$ cat config.mk
export PLATFORM = sky130hd
export DESIGN_NAME = lbm_delay
export DESIGN_NICKNAME = d
export VERILOG_FILES = /design/src/lattice_boltzmann_cell_collision_defines.svh /design/src/lbm_delay.sv
export SDC_FILE = /design/constraint.sdc
export NUM_CORES = 1
export LEC_CHECK = 0
export BUFFER_PORTS_ARGS = -buffer_cell sky130_fd_sc_hd__buf_2
export CORE_ASPECT_RATIO = 0.9
export CORE_UTILIZATION = 58
export DETAILED_ROUTE_END_ITERATION = 7
export PLACE_DENSITY_LB_ADDON = 0.2
export SETUP_SLACK_MARGIN = 0.3
export SLEW_MARGIN = 30
export SYNTH_ARGS = -nofsm -noshare
export SYNTH_HDL_FRONTEND = slang
export SYNTH_SLANG_ARGS = --single-unit
$ cat constraint.sdc
create_clock -name clk -period 1.3 [get_ports clk]
set_input_delay 0.195 -clock clk [delete_from_list [all_inputs] [get_ports clk]]
set_output_delay 0.195 -clock clk [all_outputs]
set_load 0.05 [all_outputs]
$ cat src/lattice_boltzmann_cell_collision_defines.svh
// Assertion macros shared by the collision block RTL.
// Each macro expects clk and arst_n to be visible where it is used.
`ifndef LATTICE_BOLTZMANN_CELL_COLLISION_DEFINES_SVH
`define LATTICE_BOLTZMANN_CELL_COLLISION_DEFINES_SVH

// Consequent checked in the same cycle as the antecedent.
`define LBM_ASSERT_NOW(lbl, ante, cons, msg) \
	lbl: assert property (@(posedge clk) disable iff (!arst_n) (ante) |-> (cons)) \
		else $error(msg);

// Consequent checked in the cycle after the antecedent.
`define LBM_ASSERT_NEXT(lbl, ante, cons, msg) \
	lbl: assert property (@(posedge clk) disable iff (!arst_n) (ante) |=> (cons)) \
		else $error(msg);

`endif

$ cat src/lbm_delay.sv
// Delay line with valid bits that keeps node data aligned with the divider.
// Depends on nothing beyond its parameters.
`default_nettype none
module lbm_delay #(
	parameter int WIDTH = 32,
	parameter int DEPTH = 4
) (
	input  wire logic             clk,
	input  wire logic             arst_n,
	input  wire logic             en,
	input  wire logic             in_valid,
	input  wire logic [WIDTH-1:0] in_data,
	output logic                  out_valid,
	output logic [WIDTH-1:0]      out_data
);

	logic [DEPTH-1:0] vld_s;
	logic [WIDTH-1:0] dat_s [DEPTH];

	always_ff @(posedge clk or negedge arst_n) begin
		if (!arst_n) begin
			vld_s <= '0;
		end else if (en) begin
			vld_s <= DEPTH'({vld_s, in_valid});
		end
	end

	always_ff @(posedge clk) begin
		if (en) begin
			dat_s[0] <= in_data;
			for (int k = 1; k < DEPTH; k++) begin
				dat_s[k] <= dat_s[k-1];
			end
		end
	end

	assign out_valid = vld_s[DEPTH-1];
	assign out_data  = dat_s[DEPTH-1];

endmodule
`default_nettype wire

==> metrics.txt <==
yosys warns 0; Die Height 80.68 um; Synth Register Bits 132; Crit Path Category register to primary output; Placer Congestion 0.6206; Buf+Inv Stages, Crit Path 1; Slew @ Worst Pin 288.1 ps; final critical-path setup slack 17.06 ps; Hold WC Path Type primary input to async pin; antenna fix cells 0; Seq/Total Area, Yosys 0.9887; Final Max Slew Viols 0; Detail Route Antenna Nets 0; Worst Path Arrival 1090 ps; Post-Route WL 6556 um; die area 7214 um2; Initial Utilization 0.6024; Avg WL per Cell 18.01 um; WP data required 1110 ps; fin nets 297; cell family with most CP delay flip-flops; # setup viols final 0; Mapped Nets 172; post-route insts no fill 364; crit-path cells buf_6; commonest cells after routing, fill and taps aside edfxtp_1 (128), dlygate4sd3_1 (34), buf_2 (34); Post-DP HPWL 2898 um; crit path launch type register; FP Rows 28; Avg Inst Size Synth 29.33 um2; Leakage 2.117 nW; Power Density 1873 nW/um2; normalized max-slew margin 0.8080; total gr overflow 0; filler cell count 263; TritonCTS clock tree done; DRT Pass-1 Iters 4; max cap viols 0; Setup crit end kind primary output; RSZ-0062 raised after global routing true; VDD IR max 0.001121 V; maximum number of pins on one net before global-route repair 48; status finished, final reports clean; H-Tree Level Count 4; worst skew pair latency 510 ps; Worst-path clk slew 60 ps; CTS root buf clkbuf_8; I/O Pins 69; Final Cycle Share 0.9869; crit path time final 1283 ps; initial antenna violation count 0; Sink Count 132; Placed Area 4499 um2; CTS Buffer Depth 2; crit path max fanout 1; slowest CP cell edfxtp_1; finished layout cell area 5649 um2; area of the mapped netlist 3989 um2; post-synthesis instance total 136; register area 3944 um2; fmax 0.7795 GHz; Max Clock Skew 7.658 ps; Synth cell types 3; Placed Cells 298; IO buf count 68; pre-CTS WS 285.7 ps; Num CTS Buffers 17; Final Hold Fails 0; share of layout cells above drive strength 1 0.3869; DRT iter0 DRCs 130; floorplan die width 89.42 um; GRT Resource Usage Total 0.2088; vias per cell 4.904; setup repair bufs after CTS 0; Critical Path Max Stage Delay 410 ps; vias in the first global route 1884; DRC viols 0; multi-input combinational cell area 45.04 um2; Area growth syn-to-layout 41.62%; via count 1785; commonest non-fill, non-tap cell in the layout edfxtp_1; core area 6621 um2; global-route wire length before repair 9694 um
## synthesized netlist by cell type
master,number,area [um2]
edfxtp_1,128,3844
dfrtp_1,4,100.1
mux2_2,4,45.04
## worst paths after layout
kind	startpoint	end	cells after the start	slack [ps]
max in group asynchronous	arst_n	vld_s[1]$_DFFE_PN0P_	2	1160
worst min-delay path	arst_n	vld_s[2]$_DFFE_PN0P_	2	20
worst min register to register	dat_s[1][2]$_DFFE_PP_	dat_s[2][2]$_DFFE_PP_	0	420
worst max-delay path	dat_s[3][11]$_DFFE_PP_	out_data[11]	1	20
worst max register to register	vld_s[2]$_DFFE_PN0P_	vld_s[2]$_DFFE_PN0P_	1	520
min in group clk	en	vld_s[3]$_DFFE_PN0P_	2	60
## power breakdown
group / switching [mW] / internal [mW]
logic: 0.374 / 0.255
registers: 0.111 / 5.02
clock network: 1.74 / 3.09
## cell type report
type                    count  share of cell area
repair buffers            106              0.1672
well taps                  90             0.01993
clock inverters            15             0.03344
flip-flops and latches    132              0.6981
clock buffers              17             0.07331
multi-input cells           4            0.007973
## layer usage
layer  global-route usage  share of wire
met2               0.3618           0.56
met3              0.08633          0.050
met1               0.2146           0.37
met4               0.1079          0.017
met5                    0              0
## stage by stage
stage	TNS [ps]	utilization	power [mW]	hold slack, ps
2_1_floorplan	0	-	5.404	-100.6
3_3_place_gp	0	0.6795	5.604	-3.621
3_5_place_dp	0	0.6795	5.647	5.229
4_1_cts	-1.846	0.8532	10.56	3.092
5_1_grt	-203.3	0.8532	10.89	10.27
6_report	0	0.8532	10.58	20.63
## cell families (layout without fill, tap and decap cells)
logic type | count (synthesis) | in the layout | share of synthesized area
DFF | 132 | 132 | 0.9887
buffers and inverters | 0 | 138 | 0
muxes | 4 | 4 | 0.01129
## what timing repair did
item | CTS | global route
hold buffers | 34 | 0
hold endpoints to repair | 37 | 0
endpoints found under the setup margin | 33 | 33
cloned | 0 | 0
gates resized for setup | 66 | 0
## flip-flops by register name (all words and copies together) (netlist names)
signal and flops:
vld_s 4, dat_s 128
Power figures use the tool's default switching activity.
