==> src/lattice_boltzmann_cell_collision_defines.svh <==
// Assertion macros shared by the collision block RTL.
// Each macro expects clk and arst_n to be visible where it is used.
`ifndef LATTICE_BOLTZMANN_CELL_COLLISION_DEFINES_SVH
`define LATTICE_BOLTZMANN_CELL_COLLISION_DEFINES_SVH

// Consequent checked in the same cycle as the antecedent.
`define LBM_ASSERT_NOW(lbl, ante, cons, msg) \
	lbl: assert property (@(posedge clk) disable iff (!arst_n) (ante) |-> (cons)) \
		else $error(msg);

// Consequent checked in the cycle after the antecedent.
`define LBM_ASSERT_NEXT(lbl, ante, cons, msg) \
	lbl: assert property (@(posedge clk) disable iff (!arst_n) (ante) |=> (cons)) \
		else $error(msg);

`endif

==> src/lbm_pkg.sv <==
// Types, constants and helper functions for the D2Q9 collision pipeline.
// Depends on nothing; imported by every module of the block except lbm_delay.
`default_nettype none
package lbm_pkg;

	localparam int NDIR  = 9;
	localparam int MW    = 35;
	localparam int QBITS = 31;
	localparam int DIV_LAT = QBITS + 2;
	localparam int EQ_LAT  = 8;
	localparam int RATE_W  = 30;
	localparam logic [RATE_W-1:0] RATE_RESET = 30'd462819751;

	localparam int RECIP_SHIFT = 34;
	localparam logic [30:0] RECIP_9  = 31'((64'd1 << RECIP_SHIFT) / 64'd9);
	localparam logic [30:0] RECIP_36 = 31'((64'd1 << RECIP_SHIFT) / 64'd36);

	localparam int DIR_X [NDIR] = '{1, 1, 1, 0, 0, 0, -1, -1, -1};
	localparam int DIR_Y [NDIR] = '{1, 0, -1, 1, 0, -1, 1, 0, -1};
	localparam int W_NUM [NDIR] = '{1, 1, 1, 1, 4, 1, 1, 1, 1};
	localparam int W_DEN [NDIR] = '{36, 9, 36, 9, 9, 9, 36, 9, 36};
	localparam logic [30:0] W_RECIP [NDIR] = '{RECIP_36, RECIP_9, RECIP_36, RECIP_9,
		RECIP_9, RECIP_9, RECIP_36, RECIP_9, RECIP_36};

	typedef logic signed [31:0] word_t;
	typedef word_t [NDIR-1:0] dist_t;
	typedef logic signed [MW-1:0] moment_t;

	typedef struct packed {
		logic  solid;
		dist_t f;
		word_t rho;
	} node_t;

	function automatic word_t sat32(input logic signed [63:0] x);
		if (x > 64'sd2147483647) begin
			return 32'sh7fffffff;
		end
		if (x < -64'sd2147483648) begin
			return 32'sh80000000;
		end
		return word_t'(x);
	endfunction

endpackage
`default_nettype wire

==> src/lbm_moments.sv <==
// First pipeline stage: density and the two momentum sums of one node.
// Depends on lbm_pkg.
`default_nettype none
module lbm_moments
	import lbm_pkg::*;
(
	input  wire logic    clk,
	input  wire logic    arst_n,
	input  wire logic    en,
	input  wire logic    in_valid,
	input  wire dist_t   f,
	input  wire logic    solid,
	output logic         valid,
	output node_t        node,
	output moment_t      mx,
	output moment_t      my
);

	logic        v_s1;
	node_t       node_s1;
	moment_t     mx_s1;
	moment_t     my_s1;
	logic signed [35:0] sum;

	assign sum = 36'(f[0]) + 36'(f[1]) + 36'(f[2]) + 36'(f[3]) + 36'(f[4])
		+ 36'(f[5]) + 36'(f[6]) + 36'(f[7]) + 36'(f[8]);

	always_ff @(posedge clk or negedge arst_n) begin
		if (!arst_n) begin
			v_s1 <= 1'b0;
		end else if (en) begin
			v_s1 <= in_valid;
		end
	end

	always_ff @(posedge clk) begin
		if (en) begin
			node_s1.solid <= solid;
			node_s1.f     <= f;
			node_s1.rho   <= sat32(64'(sum));
			mx_s1 <= MW'(f[0]) + MW'(f[1]) + MW'(f[2]) - MW'(f[6]) - MW'(f[7]) - MW'(f[8]);
			my_s1 <= MW'(f[0]) + MW'(f[3]) + MW'(f[6]) - MW'(f[2]) - MW'(f[5]) - MW'(f[8]);
		end
	end

	assign valid = v_s1;
	assign node  = node_s1;
	assign mx    = mx_s1;
	assign my    = my_s1;

endmodule
`default_nettype wire

==> config.mk <==
export PLATFORM = sky130hd
export DESIGN_NAME = lbm_moments
export DESIGN_NICKNAME = d
export VERILOG_FILES = /design/src/lattice_boltzmann_cell_collision_defines.svh /design/src/lbm_pkg.sv /design/src/lbm_moments.sv
export SDC_FILE = /design/constraint.sdc
export NUM_CORES = 1
export LEC_CHECK = 0
export BUFFER_PORTS_ARGS = -buffer_cell sky130_fd_sc_hd__buf_2
export CORE_MARGIN = 4
export CORE_UTILIZATION = 40
export CTS_BUF_LIST = sky130_fd_sc_hd__clkbuf_8
export DETAILED_ROUTE_END_ITERATION = 10
export PLACE_DENSITY = 0.69
export SYNTH_ARGS = -nofsm -noshare
export SYNTH_HDL_FRONTEND = slang
export SYNTH_SLANG_ARGS = --single-unit
==> constraint.sdc <==
create_clock -name clk -period 0.8 [get_ports clk]
set_input_delay 0 -clock clk [delete_from_list [all_inputs] [get_ports clk]]
set_output_delay 0 -clock clk [all_outputs]
set_load 0.05 [all_outputs]
==> run_results.csv <==
group,metric,value,unit
floorplan,die_h,278,um
sta,max_freq,220,MHz
worst_setup_path,worstReg2RegEnd,"valid$_DFFE_PN0P_",
routing,wl,115000,um
worst_setup_path,crit_path_end_kind,"flop",
sta,hold_slack,-142,ps
power_and_ir_drop,total_power,248000,uW
floorplan,placementRows,98,
sta,worst_clock_skew,0,ps
sta,worst_slack,-3750,ps
hold_path,holdPathEnd,"node[31]$_SDFFCE_PN0P_",
final_layout,fin_area,48200,um^2
sta,relSlewSlack,60.6,%
placement,dp_hpwl,76700,um
worst_setup_path,worstPathArrival,5080,ps
floorplan,core_area,71900,um^2
worst_setup_path,worstReg2RegStart,"valid$_DFFE_PN0P_",
hold_path,hold_path_depth,2,
routing,ant_nets,0,
logic_synthesis,ys_types,65,
logic_synthesis,async_flop_share,0.255,%
worst_setup_path,reg2reg_slack,-10,ps
hold_path,hp-start,"en",
logic_synthesis,synth-main-ff-cell,"edfxtp_1",
clocking,ctsHtreeMaxLevel,3,
clocking,cts.sinks,392,
final_layout,drive_above_1_share,41.9,%
floorplan,initial_core_util,40.6,%
power_and_ir_drop,cellInternalPower,136000,uW
logic_synthesis,syn_area_per_cell,12.3,um^2
logic_synthesis,yosysSeqAreaShare,40.3,%
sta,worstMarginPinSlew,590,ps
logic_synthesis,synth_area,29200,um^2
clocking,root_buffer,"clkbuf_8",
worst_setup_path,cp.required,1330,ps
status,status,"complete, but fails checks",
global_routing,use_met3,6.01,%
sta,hold_viol_final,109,
power_and_ir_drop,p_comb_share,77.0,%
placement,gp_congestion,0.908,
logic_synthesis,synth_area_leader_cell,"edfxtp_1",
worst_setup_path,rr_worst_depth,1,
routing,vias,25000,
routing,detail_route.wl_per_cell,22.4,um
logic_synthesis,synthTopCellsByArea,"edfxtp_1, fa_1, inv_1",
final_layout,area_growth,65.2,%
clocking,cts_tree,"done",
placement,port_buffers,684,
power_and_ir_drop,clkPwrFrac,9.4,%
logic_synthesis,synth_top_cell_area_share,40.3,%
routing,drcViolationCount,0,
global_routing,grt_pass1_wl,155000,um
logic_synthesis,synth_seq_cells,392,
routing,via_per_inst,4.89,
worst_setup_path,cp_max_fo,8,
power_and_ir_drop,p_per_area,5140,nW/um^2
logic_synthesis,syn-num-nets,3224,
global_routing,grt_overflow,0,
clocking,cts_made_buffers,73,
sta,setup_viol,625,
floorplan,dieArea,77300,um^2
run,drv_cap,0,
logic_synthesis,synth-edff-count,391,
power_and_ir_drop,power.share.sequential,13.7,%
global_routing,gr-usage-met1,29.1,%
global_routing,grt_antenna_before_repair,8,
sta,fin_tns_setup,-486240,ps
global_routing,grtUsageTotal,26.0,%
clocking,cts_buffer_depth,3,
power_and_ir_drop,cellLeakagePower,0.0231,uW
power_and_ir_drop,switching_share,45.2,%
worst_setup_path,critPathKind,"in -> reg",
power_and_ir_drop,max-vdd-ir-drop,4.78,mV
sta,grt_setup_unrepaired,"yes",
routing,first_pass_iters,5,
global_routing,grtUsageMet2,48.3,%
routing,drtIter0Drc,1374,
floorplan,io_pins,685,
power_and_ir_drop,power.switching,112000,uW
clocking,path_clk_slew,60,ps
final_layout,nets,4944,
global_routing,grt_max_degree,22,
sta,fin_crit_sh,569,%
hold_path,hold_class,"in -> reg",
logic_synthesis,syn_inst,2366,
global_routing,busiest_layer,"met2",
logic_synthesis,ys.warnings.count,0,
global_routing,grt_pass1_vias,27300,
placement,place_area,39200,um^2
clocking,clock_latency,660,ps
sta,slew_violations,0,
status,violations,"negative hold slack, negative setup slack",
sta,layout_min_cycle_time,4550,ps
floorplan,die_x,278,um
worst_setup_path,startpoint_type,"input port",
-- synthesized netlist by cell type, drive strengths merged, types with 3 or more instances --
library cell  count
o21bai           12
ha              108
nor4              6
a31oi             8
and2             10
xor2             30
xnor2            60
o211ai            9
nand3            25
and3             13
or2               9
nand4             9
fa              457
o21a             18
o31ai             8
o221ai            3
nand2b           11
buf              11
nor3             18
o21ai            44
edfxtp          391
a211oi           16
o31a              3
inv             775
o2111ai           3
a21o             56
a31o              3
nor2b             7
clkbuf            7
nand2            53
a211o             6
nor2             58
a21oi            87
and4              3
-- per-layer routing --
metal / up-vias / part of all wire [%]
met5: - / 0
met4: 0 / 5.8
met3: 399 / 7.0
met2: 1194 / 54
met1: 12500 / 34
li1: 10800 / -
-- cell usage in the layout (no fill, tap or decap), drive strengths merged, types with 4 or more instances in the layout --
cell type,instances
o21bai,12
edfxtp,391
nand4,9
a31oi,8
fa,457
a21oi,87
clkbuf,79
a211oi,16
o21a,18
inv,786
o21ai,44
xor2,30
ha,108
nand2,53
and3,13
and2,10
a211o,6
o31ai,8
or2,9
diode,9
dlygate4sd3,310
nand2b,11
xnor2,60
a21o,56
o211ai,9
nor2,58
nor2b,10
clkinvlp,4
nor4,6
clkinv,28
nor3,18
bufinv,12
nand3,25
buf,1348
-- cell type report --
class | instances | area, um^2
diodes | 9 | 22.5
flip-flops and latches | 392 | 11800
well taps | 950 | 1190
repair buffers | 1660 | 14700
clock inverters | 55 | 568
multi-input cells | 1184 | 15900
clock buffers | 77 | 1060
fillers | 4755 | 23700
inverters | 775 | 2930
-- what timing repair did --
action	4_1_cts	5_1_grt
setup buffers	32	21
hold buffers	307	10
gates cloned	3	2
hold endpoints to repair	681	368
pin swaps	129	108
endpoints found under the setup margin	494	579
resized for setup	259	1220
-- cell families after synthesis --
family                   after synthesis  share of synthesized area (%)
AO/OA/AOI/OAI                        295                           6.71
XOR/XNOR                              90                           2.70
adder cells (fa/ha/maj)              565                           36.0
buffers and inverters                793                           10.3
flip-flops                           392                           40.3
multiplexers                           2                         0.0729
AND/OR/NAND/NOR                      229                           3.86
-- critical path, stage by stage --
cell	delay, ps
buf_6	70
inv_1	50
fa_1	570
inv_1	80
fa_1	470
fa_1	520
inv_1	80
fa_1	530
inv_2	50
ha_4	160
fa_2	360
a21o_1	190
buf_4	140
a22oi_2	150
a21oi_2	120
o2111ai_2	230
nand4_1	150
o211a_1	170
or4_4	560
nand2_8	140
clkbuf_16	160
a21o_1	110
-- sequential cells by signal, indices dropped and copies added (netlist names) --
name	flops
mx	35
my	35
node	321
valid	1
-- through the flow --
stage	utilization, %	setup slack, ps	cells	hold slack, ps
5_1_grt	67.1	-3830	5101	-193
2_1_floorplan	-	-3970	2366	-296
6_report	67.1	-3750	5102	-142
4_1_cts	63.0	-3560	5074	-182
3_5_place_dp	54.5	-4540	4605	-222
3_3_place_gp	54.5	-4420	4605	-221
-- power by group through the flow --
stage / Clock (uW) / Combinational [uW] / Sequential, uW
2_1_floorplan: 0 / 79300 / 46900
3_3_place_gp: 0 / 148000 / 32200
3_5_place_dp: 0 / 150000 / 32200
4_1_cts: 22800 / 170000 / 32400
5_1_grt: 24400 / 204000 / 34000
6_report: 23200 / 191000 / 33800
-- how the worst max path moves through the flow --
stage,startpoint,to,slack [ps],cells past startpoint
2_1_floorplan,f[196],node[20]$_SDFFCE_PN1P_,-3970,19
3_3_place_gp,f[66],node[1]$_SDFFCE_PN1P_,-4420,21
3_5_place_dp,f[210],node[1]$_SDFFCE_PN1P_,-4540,20
4_1_cts,f[249],node[18]$_SDFFCE_PN1P_,-3560,23
5_1_grt,f[194],node[27]$_SDFFCE_PN1P_,-3830,21
6_report,f[194],node[29]$_SDFFCE_PN1P_,-3750,22
Note: power is estimated with default switching activity, not from simulation.
